===== config.mk =====
export PLATFORM = sky130hd
export DESIGN_NAME = virtio_mmio_register_block
export DESIGN_NICKNAME = d
export VERILOG_FILES = /design/src/hdl/vmmio_pkg.sv /design/src/hdl/virtio_mmio_register_block.sv /design/src/hdl/vmmio_ctrl.sv /design/src/hdl/vmmio_dp.sv
export SDC_FILE = /design/constraint.sdc
export NUM_CORES = 1
export LEC_CHECK = 0
export ABC_CLOCK_PERIOD_IN_PS = 2600
export BUFFER_PORTS_ARGS = -buffer_cell sky130_fd_sc_hd__buf_4
export CAP_MARGIN = 15
export CORE_MARGIN = 3
export CORE_UTILIZATION = 30
export CTS_BUF_LIST = sky130_fd_sc_hd__clkbuf_8
export DETAILED_ROUTE_END_ITERATION = 6
export PLACE_DENSITY_LB_ADDON = 0.08
export SLEW_MARGIN = 10
export SYNTH_ARGS = -nofsm -noshare
export SYNTH_HDL_FRONTEND = slang
export SYNTH_SLANG_ARGS = --single-unit

===== constraint.sdc =====
create_clock -name clk -period 2.6 [get_ports clk]
set_input_delay 0 -clock clk [delete_from_list [all_inputs] [get_ports clk]]
set_output_delay 0 -clock clk [all_outputs]
set_load 0.03 [all_outputs]

===== src/hdl/vmmio_pkg.sv =====
// ----------------------------------------------------------------------------
// virtio-mmio register block package
// Shared item types, offsets and controller command types.
// ----------------------------------------------------------------------------
package vmmio_pkg;

    typedef struct packed {
        logic [1:0]  op;
        logic [11:0] reg_offset;
        logic [31:0] write_value;
        logic [2:0]  access_bytes;
    } vmmio_item_t;

    typedef struct packed {
        logic [31:0] read_value;
        logic        read_hit;
        logic        write_applied;
        logic        notify_valid;
        logic [15:0] notify_queue;
        logic        notify_bad_queue;
        logic        irq_level;
        logic        irq_changed;
    } vmmio_result_t;

    localparam logic [1:0] OP_READ     = 2'd0;
    localparam logic [1:0] OP_WRITE    = 2'd1;
    localparam logic [1:0] OP_COMPLETE = 2'd2;

    localparam logic [2:0] CFG_DEV_FEATURES = 3'd0;
    localparam logic [2:0] CFG_MAGIC        = 3'd1;
    localparam logic [2:0] CFG_VERSION      = 3'd2;
    localparam logic [2:0] CFG_DEVICE_ID    = 3'd3;
    localparam logic [2:0] CFG_VENDOR_ID    = 3'd4;
    localparam logic [2:0] CFG_CAPACITY     = 3'd5;

    localparam logic [11:0] OFF_MAGIC       = 12'h000;
    localparam logic [11:0] OFF_VERSION     = 12'h004;
    localparam logic [11:0] OFF_DEVICE_ID   = 12'h008;
    localparam logic [11:0] OFF_VENDOR_ID   = 12'h00c;
    localparam logic [11:0] OFF_DEV_FEAT    = 12'h010;
    localparam logic [11:0] OFF_DEV_FSEL    = 12'h014;
    localparam logic [11:0] OFF_DRV_FEAT    = 12'h020;
    localparam logic [11:0] OFF_DRV_FSEL    = 12'h024;
    localparam logic [11:0] OFF_QSEL        = 12'h030;
    localparam logic [11:0] OFF_QMAX        = 12'h034;
    localparam logic [11:0] OFF_QSIZE       = 12'h038;
    localparam logic [11:0] OFF_QREADY      = 12'h044;
    localparam logic [11:0] OFF_NOTIFY      = 12'h050;
    localparam logic [11:0] OFF_IRQ_STATUS  = 12'h060;
    localparam logic [11:0] OFF_IRQ_ACK     = 12'h064;
    localparam logic [11:0] OFF_STATUS      = 12'h070;
    localparam logic [11:0] OFF_DESC_LO     = 12'h080;
    localparam logic [11:0] OFF_DESC_HI     = 12'h084;
    localparam logic [11:0] OFF_AVAIL_LO    = 12'h090;
    localparam logic [11:0] OFF_AVAIL_HI    = 12'h094;
    localparam logic [11:0] OFF_USED_LO     = 12'h0a0;
    localparam logic [11:0] OFF_USED_HI     = 12'h0a4;
    localparam logic [11:0] CFG_SPACE_BASE  = 12'h100;

    localparam logic [31:0] DEV_STATUS_FEAT_BIT = 32'h8;
    localparam logic [31:0] IRQ_ACK_MASK        = 32'h3;

    // One-hot controller states.
    typedef enum logic [1:0] {
        ST_IDLE = 2'b01,
        ST_DONE = 2'b10
    } vmmio_state_t;

    // Controller to datapath commands.
    typedef struct packed {
        logic execute;
    } vmmio_cmd_t;

    // Byte mask for an access length; lengths of 0 or above 4 count as 4.
    function automatic logic [31:0] byte_mask(input logic [2:0] n);
        logic [31:0] m;
        begin
            case (n)
                3'd1:    m = 32'h0000_00ff;
                3'd2:    m = 32'h0000_ffff;
                3'd3:    m = 32'h00ff_ffff;
                default: m = 32'hffff_ffff;
            endcase
            return m;
        end
    endfunction

endpackage


===== src/hdl/virtio_mmio_register_block.sv =====
// ----------------------------------------------------------------------------
// virtio-mmio register block
// Register file of a virtio-mmio block device transport.
// ----------------------------------------------------------------------------
// Usage: drive item with a bus read, a bus write or a back-end completion
// and raise start. The transaction is taken at a clock edge where start is
// high and busy is low; at that same edge the datapath decodes the offset,
// updates the registers and registers the outcome. In the following cycle
// busy and done are high and result carries the outcome; no transaction is
// taken while done is high. The result is shown for exactly one cycle; the
// receiver cannot stall it. Identity and capacity values are loaded
// through the cfg port (cfg_we, cfg_index, cfg_data); the user must load
// them only while no transaction is in flight; the block does not check
// it. Reset clears all driver-visible registers and drops the interrupt
// line; identity registers return to their defaults.
// ----------------------------------------------------------------------------
module virtio_mmio_register_block
    import vmmio_pkg::*;
#(
    parameter int NUM_QUEUES     = 1,
    parameter int QUEUE_SIZE_MAX = 256
)
(
    input  logic          clk,
    input  logic          rst_n,
    input  logic          start,
    output logic          busy,
    input  vmmio_item_t   item,
    output logic          done,
    output vmmio_result_t result,
    input  logic          cfg_we,
    input  logic [2:0]    cfg_index,
    input  logic [63:0]   cfg_data
);

    vmmio_cmd_t cmd;

    // Sequencer: an idle state that accepts and executes, one that shows the result.
    vmmio_ctrl u_ctrl (
        .clk   (clk),
        .rst_n (rst_n),
        .start (start),
        .busy  (busy),
        .done  (done),
        .cmd   (cmd)
    );

    // Register file and decode.
    vmmio_dp #(
        .NUM_QUEUES     (NUM_QUEUES),
        .QUEUE_SIZE_MAX (QUEUE_SIZE_MAX)
    ) u_dp (
        .clk       (clk),
        .rst_n     (rst_n),
        .cmd       (cmd),
        .item      (item),
        .cfg_we    (cfg_we),
        .cfg_index (cfg_index),
        .cfg_data  (cfg_data),
        .res       (result)
    );

endmodule


===== src/hdl/vmmio_ctrl.sv =====
// ----------------------------------------------------------------------------
// virtio-mmio controller
// Takes a command, has the datapath execute it and raises the result strobe.
// ----------------------------------------------------------------------------
module vmmio_ctrl
    import vmmio_pkg::*;
(
    input  logic       clk,
    input  logic       rst_n,
    input  logic       start,
    output logic       busy,
    output logic       done,
    output vmmio_cmd_t cmd
);

    vmmio_state_t state_reg;
    vmmio_state_t state_next;

    always_comb
    begin
        state_next  = state_reg;
        cmd.execute = 1'b0;
        unique case (state_reg)
            ST_IDLE:
            begin
                if (start)
                begin
                    cmd.execute = 1'b1;
                    state_next  = ST_DONE;
                end
            end
            ST_DONE:
            begin
                state_next = ST_IDLE;
            end
            default: state_next = ST_IDLE;
        endcase
    end

    always_ff @(posedge clk or negedge rst_n)
    begin
        if (!rst_n)
            state_reg <= ST_IDLE;
        else
            state_reg <= state_next;
    end

    assign busy = (state_reg != ST_IDLE);
    assign done = (state_reg == ST_DONE);

endmodule


===== src/hdl/vmmio_dp.sv =====
// ----------------------------------------------------------------------------
// virtio-mmio datapath
// Register file, read mux and write decode for one accepted transaction.
// ----------------------------------------------------------------------------
module vmmio_dp
    import vmmio_pkg::*;
#(
    parameter int NUM_QUEUES     = 1,
    parameter int QUEUE_SIZE_MAX = 256
)
(
    input  logic          clk,
    input  logic          rst_n,
    input  vmmio_cmd_t    cmd,
    input  vmmio_item_t   item,
    input  logic          cfg_we,
    input  logic [2:0]    cfg_index,
    input  logic [63:0]   cfg_data,
    output vmmio_result_t res
);

    localparam int QW = (NUM_QUEUES > 1) ? $clog2(NUM_QUEUES) : 1;

    logic [63:0] dev_feat_reg, cap_reg;
    logic [31:0] magic_reg, version_reg, dev_id_reg, vendor_reg;

    logic [31:0] dev_fsel_reg, drv_fsel_reg, qsel_reg, irq_status_reg, status_reg;
    logic [63:0] drv_feat_reg;
    logic        irq_line_reg;
    logic [15:0] qsize_reg  [NUM_QUEUES];
    logic        qready_reg [NUM_QUEUES];
    logic [63:0] desc_reg   [NUM_QUEUES];
    logic [63:0] avail_reg  [NUM_QUEUES];
    logic [63:0] used_reg   [NUM_QUEUES];

    vmmio_result_t res_reg, res_next;

    logic [31:0] mask, v, wmask16, stat_val, stat_set, cap_word;
    logic        qok;
    logic [QW-1:0] q;
    logic [3:0]  cfg_end;
    logic [7:0]  cap_off;

    always_ff @(posedge clk or negedge rst_n)
    begin
        if (!rst_n)
        begin
            dev_feat_reg <= '0;
            magic_reg    <= 32'h7472_6976;
            version_reg  <= 32'd2;
            dev_id_reg   <= 32'd2;
            vendor_reg   <= '0;
            cap_reg      <= '0;
        end
        else if (cfg_we)
        begin
            unique case (cfg_index)
                CFG_DEV_FEATURES: dev_feat_reg <= cfg_data;
                CFG_MAGIC:        magic_reg    <= cfg_data[31:0];
                CFG_VERSION:      version_reg  <= cfg_data[31:0];
                CFG_DEVICE_ID:    dev_id_reg   <= cfg_data[31:0];
                CFG_VENDOR_ID:    vendor_reg   <= cfg_data[31:0];
                CFG_CAPACITY:     cap_reg      <= cfg_data;
                default:          ;
            endcase
        end
    end

    always_comb
    begin
        mask     = byte_mask(item.access_bytes);
        v        = item.write_value & mask;
        wmask16  = mask & 32'h0000_ffff;
        qok      = (qsel_reg < 32'(NUM_QUEUES));
        q        = qok ? qsel_reg[QW-1:0] : '0;
        stat_set = v & ~status_reg;
        if (stat_set == '0)
            stat_val = '0;
        else if (stat_set == DEV_STATUS_FEAT_BIT && (drv_feat_reg & ~dev_feat_reg) != '0)
            stat_val = v & ~DEV_STATUS_FEAT_BIT;
        else
            stat_val = v;
        cap_off  = item.reg_offset[7:0];
        cfg_end  = 4'(cap_off[2:0]) + 4'(mask == 32'hffff_ffff ? 3'd4 : item.access_bytes);
        cap_word = 32'(cap_reg >> {cap_off[2:0], 3'b000}) & mask;
    end

    // Result of the transaction being accepted, taken from the state before it.
    always_comb
    begin
        res_next = '0;
        res_next.irq_level = irq_line_reg;
        case (item.op)
            OP_READ:
            begin
                if (item.reg_offset >= CFG_SPACE_BASE)
                begin
                    if (item.reg_offset[11:8] == 4'h1 && cap_off[7:3] == '0
                        && cfg_end <= 4'd8)
                    begin
                        res_next.read_value = cap_word;
                        res_next.read_hit   = 1'b1;
                    end
                end
                else
                begin
                    res_next.read_hit = 1'b1;
                    case (item.reg_offset)
                        OFF_MAGIC:      res_next.read_value = magic_reg;
                        OFF_VERSION:    res_next.read_value = version_reg;
                        OFF_DEVICE_ID:  res_next.read_value = dev_id_reg;
                        OFF_VENDOR_ID:  res_next.read_value = vendor_reg;
                        OFF_DEV_FEAT:
                            res_next.read_value = (dev_fsel_reg == 32'd0) ? dev_feat_reg[31:0]
                                : (dev_fsel_reg == 32'd1) ? dev_feat_reg[63:32] : '0;
                        OFF_QMAX:
                            res_next.read_value = qok ? 32'(QUEUE_SIZE_MAX) : '0;
                        OFF_QREADY:
                            res_next.read_value = qok ? 32'(qready_reg[q]) : 32'hffff_ffff;
                        OFF_IRQ_STATUS: res_next.read_value = irq_status_reg;
                        OFF_STATUS:     res_next.read_value = status_reg;
                        default:        res_next.read_hit   = 1'b0;
                    endcase
                end
            end
            OP_WRITE:
            begin
                case (item.reg_offset)
                    OFF_DEV_FSEL, OFF_DRV_FSEL, OFF_QSEL, OFF_STATUS:
                        res_next.write_applied = 1'b1;
                    OFF_DRV_FEAT:
                        res_next.write_applied = (drv_fsel_reg < 32'd2);
                    OFF_QSIZE, OFF_QREADY, OFF_DESC_LO, OFF_DESC_HI,
                    OFF_AVAIL_LO, OFF_AVAIL_HI, OFF_USED_LO, OFF_USED_HI:
                        res_next.write_applied = qok;
                    OFF_NOTIFY:
                    begin
                        res_next.notify_valid     = 1'b1;
                        res_next.notify_queue     = v[15:0];
                        res_next.notify_bad_queue = (32'(v[15:0]) >= 32'(NUM_QUEUES));
                    end
                    OFF_IRQ_ACK:
                    begin
                        if ((v & IRQ_ACK_MASK) != '0)
                        begin
                            res_next.irq_changed   = irq_line_reg;
                            res_next.irq_level     = 1'b0;
                            res_next.write_applied = 1'b1;
                        end
                    end
                    default: ;
                endcase
            end
            OP_COMPLETE:
            begin
                res_next.irq_changed = ~irq_line_reg;
                res_next.irq_level   = 1'b1;
            end
            default: ;
        endcase
    end

    always_ff @(posedge clk or negedge rst_n)
    begin
        if (!rst_n)
        begin
            dev_fsel_reg   <= '0;
            drv_fsel_reg   <= '0;
            qsel_reg       <= '0;
            drv_feat_reg   <= '0;
            irq_status_reg <= '0;
            status_reg     <= '0;
            irq_line_reg   <= 1'b0;
            for (int i = 0; i < NUM_QUEUES; i++)
            begin
                qsize_reg[i]  <= '0;
                qready_reg[i] <= 1'b0;
                desc_reg[i]   <= '0;
                avail_reg[i]  <= '0;
                used_reg[i]   <= '0;
            end
            res_reg <= '0;
        end
        else if (cmd.execute)
        begin
            res_reg <= res_next;
            case (item.op)
                OP_WRITE:
                begin
                    case (item.reg_offset)
                        OFF_DEV_FSEL:
                            dev_fsel_reg <= (dev_fsel_reg & ~mask) | v;
                        OFF_DRV_FEAT:
                        begin
                            if (drv_fsel_reg == 32'd0)
                                drv_feat_reg[31:0] <= (drv_feat_reg[31:0] & ~mask) | v;
                            else if (drv_fsel_reg == 32'd1)
                                drv_feat_reg[63:32] <= (drv_feat_reg[63:32] & ~mask) | v;
                        end
                        OFF_DRV_FSEL:
                            drv_fsel_reg <= (drv_fsel_reg & ~mask) | v;
                        OFF_QSEL:
                            qsel_reg <= (qsel_reg & ~mask) | v;
                        OFF_QSIZE:
                        begin
                            if (qok)
                                qsize_reg[q] <= (qsize_reg[q] & ~wmask16[15:0]) | v[15:0];
                        end
                        OFF_QREADY:
                        begin
                            if (qok)
                                qready_reg[q] <= v[0];
                        end
                        OFF_IRQ_ACK:
                        begin
                            if ((v & IRQ_ACK_MASK) != '0)
                            begin
                                irq_line_reg   <= 1'b0;
                                irq_status_reg <= irq_status_reg & ~v;
                            end
                        end
                        OFF_STATUS:
                            status_reg <= (status_reg & ~mask) | (stat_val & mask);
                        OFF_DESC_LO, OFF_DESC_HI:
                        begin
                            if (qok)
                            begin
                                if (item.reg_offset[2])
                                    desc_reg[q][63:32] <= (desc_reg[q][63:32] & ~mask) | v;
                                else
                                    desc_reg[q][31:0] <= (desc_reg[q][31:0] & ~mask) | v;
                            end
                        end
                        OFF_AVAIL_LO, OFF_AVAIL_HI:
                        begin
                            if (qok)
                            begin
                                if (item.reg_offset[2])
                                    avail_reg[q][63:32] <= (avail_reg[q][63:32] & ~mask) | v;
                                else
                                    avail_reg[q][31:0] <= (avail_reg[q][31:0] & ~mask) | v;
                            end
                        end
                        OFF_USED_LO, OFF_USED_HI:
                        begin
                            if (qok)
                            begin
                                if (item.reg_offset[2])
                                    used_reg[q][63:32] <= (used_reg[q][63:32] & ~mask) | v;
                                else
                                    used_reg[q][31:0] <= (used_reg[q][31:0] & ~mask) | v;
                            end
                        end
                        default: ;
                    endcase
                end
                OP_COMPLETE:
                begin
                    irq_status_reg <= irq_status_reg | 32'd1;
                    irq_line_reg   <= 1'b1;
                end
                default: ;
            endcase
        end
    end

    assign res = res_reg;

endmodule


# Yosys cells after proc, flatten, opt, wreduce, memory -nomap -nowiden
# Cells that the tools add are included.
# Widths: inputs -> output; s select.
# totals
regBits	538
in_bits	120
out_inout_bits	56
wordCells	167
# op_classes
addsub	1
order_cmp	7
eq_ne	42
n_shift	1
n_mux	34
bitwise	25
n_reduce_logical	32
# op_table
cell	n
$and 32x32->32	11
$pmux 32 s9	1
$mux 32	6
$or 32x32->32	6
$mux 33	3
$logic_not 32->1	3
$not 32->32	3
$pmux 32 s3	1
$eq 12x8->1 const B	6
$and 64x64->64	1
$eq 32x1->1 const B	2
$not 64->64	1
$pmux 32 s2	1
$reduce_bool 64->1	1
$shr 64x6->32	1
$eq 12x6->1 const B	5
$eq 12x7->1 const B	5
$eq 32x32->1 const B	1
$eq 32x4->1 const B	1
$lt 32x1->1 const B	1
$lt 32x2->1 const B	1
$reduce_bool 32->1	1
$eq 12x4->1 const B	2
$eq 12x5->1 const B	2
40 further kinds	76

# Logic depth before layout (Yosys ltp)
# Gate-level depths: netlist of run 1.
# logic_depth
word_depth	10
ltp_mapped	11
mapped_depth_nobuf	10

# Cells and area by module
# Synthesis of run 1 repeated with hierarchy kept, for this count alone.
# unflattened
cells_unflattened	2139
hier_area_um2	25441.9
# by_module_without_submodules
module	n_inst	cells_each	area_each_um2	seq_area_each_um2
vmmio_dp	1	2132	25353.1	13436.6
vmmio_ctrl	1	7	88.8	51.3

# Worst setup path after synthesis of run 1
# OpenSTA, ideal clock, no wires.
# synth_path
path_kind	input to register
startpoint	input port item[36] in the netlist's numbering
endpoint	register u_dp.res_reg, in the netlist u_dp.res[33]
setup_ps	87
arrival_time_ps	2429
required_ps	2513
slack_ps	84
stages	11
path_buffers	3
path_cell_list	clkbuf_1 -> inv_1 -> clkbuf_1 -> fa_1 -> xor2_1 -> a32oi_1 -> nor4_1 -> nand2b_1 -> clkbuf_1 -> o21ai_0 -> a22oi_1
# synth_between
elab_chain_len	6
elab_cells_between_ends	19
classes_between	add/sub: 1; order compare: 2; eq/ne: 8; shift: 1; mux: 4; bitwise: 1; reduce/logical: 2
# synth_rtl
item	line	text
start, declared	virtio_mmio_register_block.sv:28	input vmmio_item_t item,
$add 3x4->4	vmmio_dp.sv:84	cfg_end = 4'(cap_off[2:0]) + 4'(mask == 32'hffff_ffff ? 3'd4 : item.access_bytes);
$le 4x4->1	vmmio_dp.sv:99	&& cfg_end <= 4'd8)
$logic_and 1x1->1	vmmio_dp.sv:99	
$mux 33	vmmio_dp.sv:98	if (item.reg_offset[11:8] == 4'h1 && cap_off[7:3] == '0
$mux 33 (*)	vmmio_dp.sv:96	if (item.reg_offset >= CFG_SPACE_BASE)
$mux 33 (*)	vmmio_dp.sv:93	case (item.op)
end signal, assigned	vmmio_dp.sv:186	res_reg <= res_next;
end, declared	vmmio_dp.sv:36	vmmio_result_t res_reg, res_next;
# Every way passes the cells marked *; elsewhere a longest branch is shown, timed or not.
# A chain may end at the register's enable or synchronous reset.

# Final worst setup path of run 1
# layout_path
startpoint	input port item[35] in the netlist's numbering
endpoint	register u_dp.irq_status_reg[11]
# layout_between
elab_chain_len	2
# layout_rtl
item	line	text
$eq 12x7->1	vmmio_dp.sv:190	case (item.reg_offset)
$reduce_and 5->1 (no line)	-	
end signal, assigned	vmmio_dp.sv:219	irq_status_reg <= irq_status_reg & ~v;
end signal, assigned	vmmio_dp.sv:259	irq_status_reg <= irq_status_reg | 32'd1;
end, declared	vmmio_dp.sv:27	logic [31:0] dev_fsel_reg, drv_fsel_reg, qsel_reg, irq_status_reg, status_reg;
# Every way passes these cells.

==> results of run 1 <==
==> synth_stat cells (all sizes together) (7+ instances only) <==
library cell and instances:
a22oi 28, o31ai 22, nor3 18, o21ai 89, a31oi 10, a22o 35
a21boi 33, a211oi 15, clkbuf 100, inv 80, mux2 370, nand2 161
nand3 30, o2111ai 8, o211ai 20, o22ai 37, nor2b 14, nor2 74
mux2i 97, dfrtp 518, a21oi 75, mux4 26, buf 26, a2bb2oi 8
a32o 8, and2 7, nor4 36, nand2b 31, dfstp 20
==> path summary, 6_finish.rpt <==
kind	start	end	cells after the start
setup / recovery	item[35]	u_dp.irq_status_reg[11]$_DFFE_PN0P_	8
hold reg to reg	register	register	2
hold / removal	item[32]	u_dp.irq_status_reg[29]$_DFFE_PN0P_	3
max in group asynchronous	rst_n	async pin	5
setup reg to reg	register	u_dp.res[49]$_DFFE_PN0P_	9
min in group asynchronous	rst_n	u_dp.cap_reg[48]$_DFFE_PN0P_	4
==> metal layers <==
layer	global-route usage, %	share of wire, %	up-vias
li1	-	-	8546
met4	5.874	1.9	2
met3	2.952	4.0	103
met2	38.06	47	514
met1	33.42	47	10236
met5	0	0.013	-
==> report_power, final <==
| part | switching, uW | internal (uW) | leakage [uW] |
|---|---|---|---|
| Sequential | 910 | 9330 | 0.00676 |
| Clock | 3750 | 4470 | 0.00121 |
| Combinational | 1590 | 1620 | 0.00668 |
| Total | 6250 | 15400 | 0.0147 |
==> cell families (layout without fill, tap and decap cells) <==
| logic type | Yosys count | in the layout | share of synthesized area [%] |
|---|---|---|---|
| flops | 538 | 538 | 53.78 |
| xor+xnor | 2 | 2 | 0.06985 |
| fa+ha+maj | 7 | 7 | 0.3791 |
| simple gates | 412 | 412 | 8.211 |
| compound gates | 430 | 430 | 11.59 |
| buf+inv | 207 | 709 | 3.153 |
| other cells | 0 | 2 | 0 |
| mux | 493 | 493 | 22.82 |
==> final cells by class <==
cell class	instances	area, um2	share of cell area [%]
Clock inverter	62	325.3	1.017
Sequential cell	538	13490	42.17
Inverter	81	304.0	0.9505
Tap cell	1070	1339	4.185
Clock buffer	123	1693	5.292
Multi-Input combinational cell	1344	10910	34.12
Antenna cell	2	5.005	0.01565
Timing Repair Buffer	443	3919	12.25
==> per-stage QoR <==
| step | cell area (um2) | cells |
|---|---|---|
| after global routing | 31990 | 3663 |
| after floorplan | 25080 | 2089 |
| after CTS | 31950 | 3661 |
| after global placement | 28770 | 3361 |
| after detailed placement | 28770 | 3361 |
| final | 31990 | 3663 |
==> what timing repair did <==
action / 4_1_cts / 5_1_grt
gates resized for setup: 1 / 8
hold buffers: 115 / 0
endpoints found under the hold margin: 1040 / 0
endpoints found under the setup margin: 1 / 71
==> tightest hold or removal path: stages <==
cell and delay (ns):
dlygate4sd3_1 0.53, buf_4 0.12, a21boi_0 0.07
==> out/metrics.cfg, run 1 <==
[logic_synthesis]
synthArstFlopShare_pct=100.0
syn_nets=2216
synth_seq_cells=538
synth.avg_cell_area_um2=12.01
synthCells=2089
yosysSeqAreaShare_pct=53.78
yosysTopAreaCellShare_pct=51.68
ys_top_cells_by_area=dfrtp_1 52%, mux2_2 17%, mux2i_1 3.9%, nand2_1 2.4%, mux4_2 2.3%
synth_top_cell_by_area=dfrtp_1
synth_flop_cell=dfrtp_1
ys_types=71
ys_warn_count=0
synth-edff-count=0
synth_area_mm2=0.02508

[global_routing]
grtUsageTotal_pct=23.48
grt_pass1_vias=19563
antenna_found_initial=5
grt_pass1_wl_mm=146.7
overflow=0
grt_start_max_net_pins=122

[placed_design]
gp_congestion=0.9092
dpl.hpwl_mm=75.80
place_ws_ns=-0.02423
port_buffers=175

[sta]
drv_slew=0
rsz0062_at_grt=false
fin_ws_ns=0.1052
maxSlewHeadroom_pct=28.33
max_freq_mhz=400.8
worst_pin_slew_ns=1.067
fin_skew_ns=0.03367
holdWs_ns=0.08403
setup_viol=0
tns_ns=0
post-route-min-period_ns=2.495
final_hold_viol_count=0
finalCritPeriodShare_pct=95.96

[layout]
syn_to_final_growth_pct=27.54
drive_above_1_share_pct=35.51
mostFrequentLayoutCells=517 x dfrtp_1, 370 x mux2_2, 304 x buf_4
final_common_cell=dfrtp_1
fin_nets=2636
nFillCells=8016
final_util_pct=38.77

[die]
num_rows=105
coreArea_mm2=0.08250
start_util_pct=30.40
io_pins=176
dieArea_mm2=0.08711
die_h_um=295.1
die_w_um=295.1

[drt]
drc=1
drt-total-wl_mm=102.8
vias_per_cell=5.296
detail_route.iter0.violations=1473
via_count=19401
ant_nets=0
wl_per_cell_um=28.06
first_pass_iters=7

[worst_setup_path]
arrival_ns=3.05
start_kind=input port
slowest_stage=or4b_2
crit_chain=dlygate4sd3_1, buf_4, or4b_2, or2_4, or4_4, or3_4, nor2_4, a21boi_0
critPathTopFamily=simple AND/OR/NAND/NOR gates
crit_required_ns=3.15
critical_path_buf_inv_count=2
worst_setup_path_end_kind=register
max_stage_delay_ns=0.67
cp_max_fo=8
criticalPathCategory=input port to register
r2r_slack_ns=0.12

[cts]
numCtsBuffers=101
cts_setup_buffers=0
path_clk_slew_ns=0.06
clk_latency_ns=0.70
cts_max_path_buffers=3
cts_tree=yes
cts-root-buf=clkbuf_8
htreeDepth=3
cts_sinks=538

[run_status]
violations=DRC
status=finished, violations left

[pwr]
p_total_uw=21670
peakVddDrop_mv=0.4149
leakagePower_uw=0.01466
power_density_mw_per_mm2=677.5

[hold_path]
hp-class=input port to register

[flow_run]
max_cap_violations=0

No activity file was read; power rests on OpenSTA's default activity.
==> run 2, diff against run 1 <==
--- a/config.mk
+++ b/config.mk
@@ -10,7 +10,7 @@
 export CAP_MARGIN = 15
 export CORE_MARGIN = 3
 export CORE_UTILIZATION = 30
-export CTS_BUF_LIST = sky130_fd_sc_hd__clkbuf_8
+export CTS_BUF_LIST = sky130_fd_sc_hd__clkbuf_2
 export DETAILED_ROUTE_END_ITERATION = 6
 export PLACE_DENSITY_LB_ADDON = 0.08
 export SLEW_MARGIN = 10
==> run 2 against run 1 <==
- the flow finishes with violations (setup timing)
- clock-buffer cell count grew 109
- die area unchanged
- global-route usage is 1.1 points higher
- combinational power up 12%
- register-to-register slack hardly changed
- largest power group unchanged
- sequential power hardly changed
- first-iteration DRC count shrank 5.0%
- clock skew up 0.098 ns
- largest cell class unchanged
==> out/metrics.cfg, run 2 (synthesis results as in run 1) <==
[run_status]
status=finished, violations left
violations=setup timing

[sta]
maxSlewHeadroom_pct=25.73
fin_skew_ns=0.1320
fin_ws_ns=-0.009721
drv_slew=0
setup_viol=1
tns_ns=-0.009721
post-route-min-period_ns=2.610
rsz0062_at_grt=false
finalCritPeriodShare_pct=100.4
worst_pin_slew_ns=1.106
max_freq_mhz=383.2
final_hold_viol_count=0

[cts]
htreeDepth=4
cts_tree=yes
cts_sinks=538
cts-root-buf=clkbuf_2
clk_latency_ns=1.33
path_clk_slew_ns=0.09
numCtsBuffers=156
cts_max_path_buffers=3

[placed_design]
dp_cells=3361
port_buffers=175
place_ws_ns=-0.02423
place_area_mm2=0.02877
gp_congestion=0.9092
dpl.hpwl_mm=75.80

[global_routing]
grt_start_max_net_pins=122
grtUsageTotal_pct=24.59
overflow=0
grt_pass1_wl_mm=153.7
antenna_found_initial=5
grt_pass1_vias=21315

[layout]
fin_cells=3972
fin_nets=2913
mostFrequentLayoutCells=517 x dfrtp_1, 370 x mux2_2, 332 x dlygate4sd3_1
syn_to_final_growth_pct=34.22
final_common_cell=dfrtp_1
fin_area_mm2=0.03366
drive_above_1_share_pct=36.12

[worst_setup_path]
crit_required_ns=3.80
start_kind=input port
worst_setup_path_end_kind=register
criticalPathCategory=input port to register
critPathTopFamily=buffers and inverters
max_stage_delay_ns=0.62
cp_max_fo=24
crit_chain=dlygate4sd3_1, buf_4, dlygate4sd3_1, nor4_2, buf_4, dlygate4sd3_1, buf_4, and3_1, a22oi_1, nand3_1, a211oi_1, a31oi_1
arrival_ns=3.81
slowest_stage=dlygate4sd3_1
r2r_slack_ns=0.12
critical_path_buf_inv_count=6

[drt]
detail_route.iter0.violations=1399
drt-total-wl_mm=107.1
via_count=20728
wl_per_cell_um=26.96
ant_nets=0
vias_per_cell=5.219
first_pass_iters=6
drc=0

[pwr]
power_density_mw_per_mm2=600.6
leakagePower_uw=0.01548
peakVddDrop_mv=0.3060

[die]
dieArea_mm2=0.08711
start_util_pct=30.40
coreArea_mm2=0.08250
die_h_um=295.1
die_w_um=295.1
num_rows=105
io_pins=176

[hold_path]
hp-class=input port to register

[flow_run]
max_cap_violations=0

-- run 2: cell count changes in the layout (fill, tap and decap cells not counted), moves of 3 or more --
cell and change:
clkbuf_2 +232, clkinv_1 +20, clkbuf_8 -123, dlygate4sd3_1 +218
nand2_1 -4, inv_6 -3, clkinv_2 -4, clkinv_4 +5
nor2_2 +3, nand2_2 +4, diode_2 +7, inv_1 -49
-- run 2: final timing paths --
path / cells past startpoint / start / to
min in group asynchronous: 5 / rst_n / u_dp.cap_reg[25]$_DFFE_PN0P_
setup reg to reg: 8 / u_dp.dev_fsel_reg[4]$_DFFE_PN0P_ / u_dp.res[50]$_DFFE_PN0P_
hold / removal: 8 / item[40] / u_dp.res[0]$_DFFE_PN0P_
setup / recovery: 12 / item[45] / u_dp.res[39]$_DFFE_PN0P_
hold reg to reg: 2 / register / register
max in group asynchronous: 6 / rst_n / u_dp.cap_reg[13]$_DFFE_PN0P_
-- run 2: through the flow --
stage / utilization (%) / hold WS, ns / power [uW]
floorplan: - / -0.2956 / 11680
global placement: 34.87 / -0.1050 / 13390
detailed placement: 34.87 / -0.1017 / 13440
CTS: 40.61 / 0.001065 / 20500
global route: 40.79 / 0.04440 / 21320
finish: 40.80 / 0.1123 / 20220
-- run 2: power breakdown --
part           total, uW  switching [uW]  leakage (uW)  internal [uW]
registers          10200             911       0.00676           9310
logic               3580            1670       0.00766           1910
clock network       6420            3850       0.00106           2580
total              20200            6420        0.0155          13800
-- run 2: cell type report --
class	count	area [um2]
diodes	9	22.52
inverters	81	304.0
fillers	8016	48840
flip-flops and latches	538	13490
repair buffers	665	6165
multi-input cells	1344	10970
clock inverters	33	217.7
well taps	1070	1339
clock buffers	232	1161
-- run 2: what timing repair did --
item                       in CTS  in global routing
hold endpoints to repair     1076                  8
pin swaps                       0                  1
hold buffers                  333                  3
buffers inserted                0                  1
gates resized for setup         3                 23
setup endpoints to repair      22                 99
gates cloned                    0                  1
-- run 2: tightest hold or removal path: cells and delay by family --
kind / cells / cell delay [ns]
AOI/OAI and AO/OA: 1 / 0.14
buffers and inverters: 3 / 0.81
and+or+nand+nor: 4 / 0.44
-- run 2: layer usage --
layer	global-route usage [%]	part of all wire, %	vias to the layer above
met5	0	0.16	-
met4	7.509	2.7	6
met3	4.755	4.8	164
met2	39.54	47	625
met1	33.69	46	10748
li1	-	-	9185
==> run 3, diff against run 2 <==
--- a/config.mk
+++ b/config.mk
@@ -8,11 +8,13 @@
 export ABC_CLOCK_PERIOD_IN_PS = 2600
 export BUFFER_PORTS_ARGS = -buffer_cell sky130_fd_sc_hd__buf_4
 export CAP_MARGIN = 15
+export CORE_ASPECT_RATIO = 0.9
 export CORE_MARGIN = 3
 export CORE_UTILIZATION = 30
 export CTS_BUF_LIST = sky130_fd_sc_hd__clkbuf_2
 export DETAILED_ROUTE_END_ITERATION = 6
 export PLACE_DENSITY_LB_ADDON = 0.08
+export SKIP_LAST_GASP = 1
 export SLEW_MARGIN = 10
 export SYNTH_ARGS = -nofsm -noshare
 export SYNTH_HDL_FRONTEND = slang
==> run 3 against run 2 <==
- largest power group unchanged
- core utilization grew 1.0 points
- final cell count grew 2.5%
- non-clock buffer count grew 63
- fmax grew 0.94%
- final area grew 1.8%
- die area is essentially flat
- the flow now finishes without violations
- sequential share of layout area shrank 0.72 points
==> out/metrics.cfg, run 3 (synthesis results as in run 1) <==
[cts]
path_clk_slew_ns=0.09
htreeDepth=4
cts_tree=yes
cts_max_path_buffers=3
clk_latency_ns=1.44
cts_sinks=538
cts-root-buf=clkbuf_2
numCtsBuffers=150

[worst_setup_path]
slowest_stage=dlygate4sd3_1
start_kind=input port
criticalPathCategory=input port to register
reg2reg_depth=7
r2r-start=u_ctrl.state_reg[0]$_DFFE_PN1P_
r2r_slack_ns=0.15
arrival_ns=3.79
worst_setup_path_end_kind=register
crit_chain=dlygate4sd3_1, buf_4, dlygate4sd3_1, buf_4, nor4_2, dlygate4sd3_1, nand2_2, or3_1, nor2_2, buf_4, mux2_2
crit_required_ns=3.80
max_stage_delay_ns=0.65
cp_max_fo=8
cp.depth=11
critPathLaunch=item[43]
r2r_end=u_dp.res[39]$_DFFE_PN0P_
critPathTopFamily=buffers and inverters
critical_path_buf_inv_count=6

[drt]
wl_per_cell_um=26.43
first_pass_iters=5
detail_route.iter0.violations=1731
drt-total-wl_mm=107.6
ant_nets=0
wl_met3_mm=7.120
vias_per_cell=5.215
drc=0
via_count=21242
routed-wl-met2_mm=47.98
wl_met1_mm=49.77
highest_layer=met4

[pwr]
leakagePower_uw=0.01581
p_total_uw=20820
peakVddDrop_mv=0.3977
power_density_mw_per_mm2=607.4

[layout]
fin_nets=2970
final-seq-area_mm2=0.01349
nFillCells=7985
mostFrequentLayoutCells=517 x dfrtp_1, 370 x mux2_2, 363 x dlygate4sd3_1
drive_above_1_share_pct=36.36
final_util_pct=41.81
syn_to_final_growth_pct=36.68
final_common_cell=dfrtp_1
multi_input_area_mm2=0.01095

[hold_path]
min_from=item[21]
hp-class=input port to register

[sta]
fin_skew_ns=0.1162
final_hold_viol_count=0
rsz0062_at_grt=false
fin_ws_ns=0.01448
setup_viol=0
finalCritPeriodShare_pct=99.44
post-route-min-period_ns=2.586
maxSlewHeadroom_pct=33.51
max_freq_mhz=386.8
worst_pin_slew_ns=0.9973
tns_ns=0
drv_slew=0

[placed_design]
place_ws_ns=0.08191
dpl.hpwl_mm=76.67
port_buffers=175
gp_congestion=0.9112

[die]
num_rows=99
coreArea_mm2=0.08200
io_pins=176
die_h_um=280.3
die_w_um=310.8
dieArea_mm2=0.08711
start_util_pct=30.59

[global_routing]
overflow=0
grt_pass1_wl_mm=154.9
grt_start_max_net_pins=95
grt_pass1_vias=21772
grtUsageTotal_pct=24.49
antenna_found_initial=7

[run_status]
status=completed

[flow_run]
max_cap_violations=0

[run 3: where the power goes]
part | switching, uW | internal, uW
sequential | 949 | 9310
combinational | 1690 | 2090
clock | 3850 | 2950
[run 3: metal layers]
metal / up-vias / global-route usage (%)
li1: 9278 / -
met1: 11032 / 34.76
met2: 771 / 37.30
met3: 161 / 5.229
met4: 0 / 7.954
met5: - / 0
[run 3: how the worst min path moves through the flow]
stage	slack [ns]	to	depth (start not counted)
final	0.14	u_dp.irq_status_reg[18]$_DFFE_PN0P_	4
after floorplan	-0.30	async pin	0
after detailed placement	-0.05	u_dp.vendor_reg[26]$_DFFE_PN0P_	1
after global routing	0.07	u_dp.irq_status_reg[18]$_DFFE_PN0P_	4
after global placement	-0.05	u_dp.dev_id_reg[17]$_DFFE_PN0P_	1
after CTS	0.003	u_dp.version_reg[20]$_DFFE_PN0P_	4
[run 3: layout make-up]
cell class	instances	share of cell area, %
repair buffers	728	19.48
diodes	8	0.05840
well taps	1111	4.055
clock buffers	233	3.402
clock inverters	30	0.8394
flip-flops and latches	538	39.35
inverters	81	0.8869
multi-input cells	1344	31.93
[run 3: per-stage QoR]
step,cells,cell area (um2),hold slack (ns)
floorplan,2089,25080,-0.2956
global placement,3431,29000,-0.04568
detailed placement,3431,29000,-0.04830
CTS,4060,34140,0.002637
global route,4070,34270,0.06501
finish,4073,34280,0.1407
[run 3: repair_timing]
action	4_1_cts	5_1_grt
buffers inserted	0	3
resized for setup	0	20
setup endpoints to repair	0	120
hold buffers	366	2
endpoints found under the hold margin	1076	10
[run 3: worst register-to-register path: stages, from the launching register on]
cell	delay [ns]
dfstp_2	0.55
and3b_1	0.23
nand3_1	0.34
or4_1	0.62
nor2_1	0.12
buf_4	0.12
nand3_1	0.18
a31oi_1	0.23
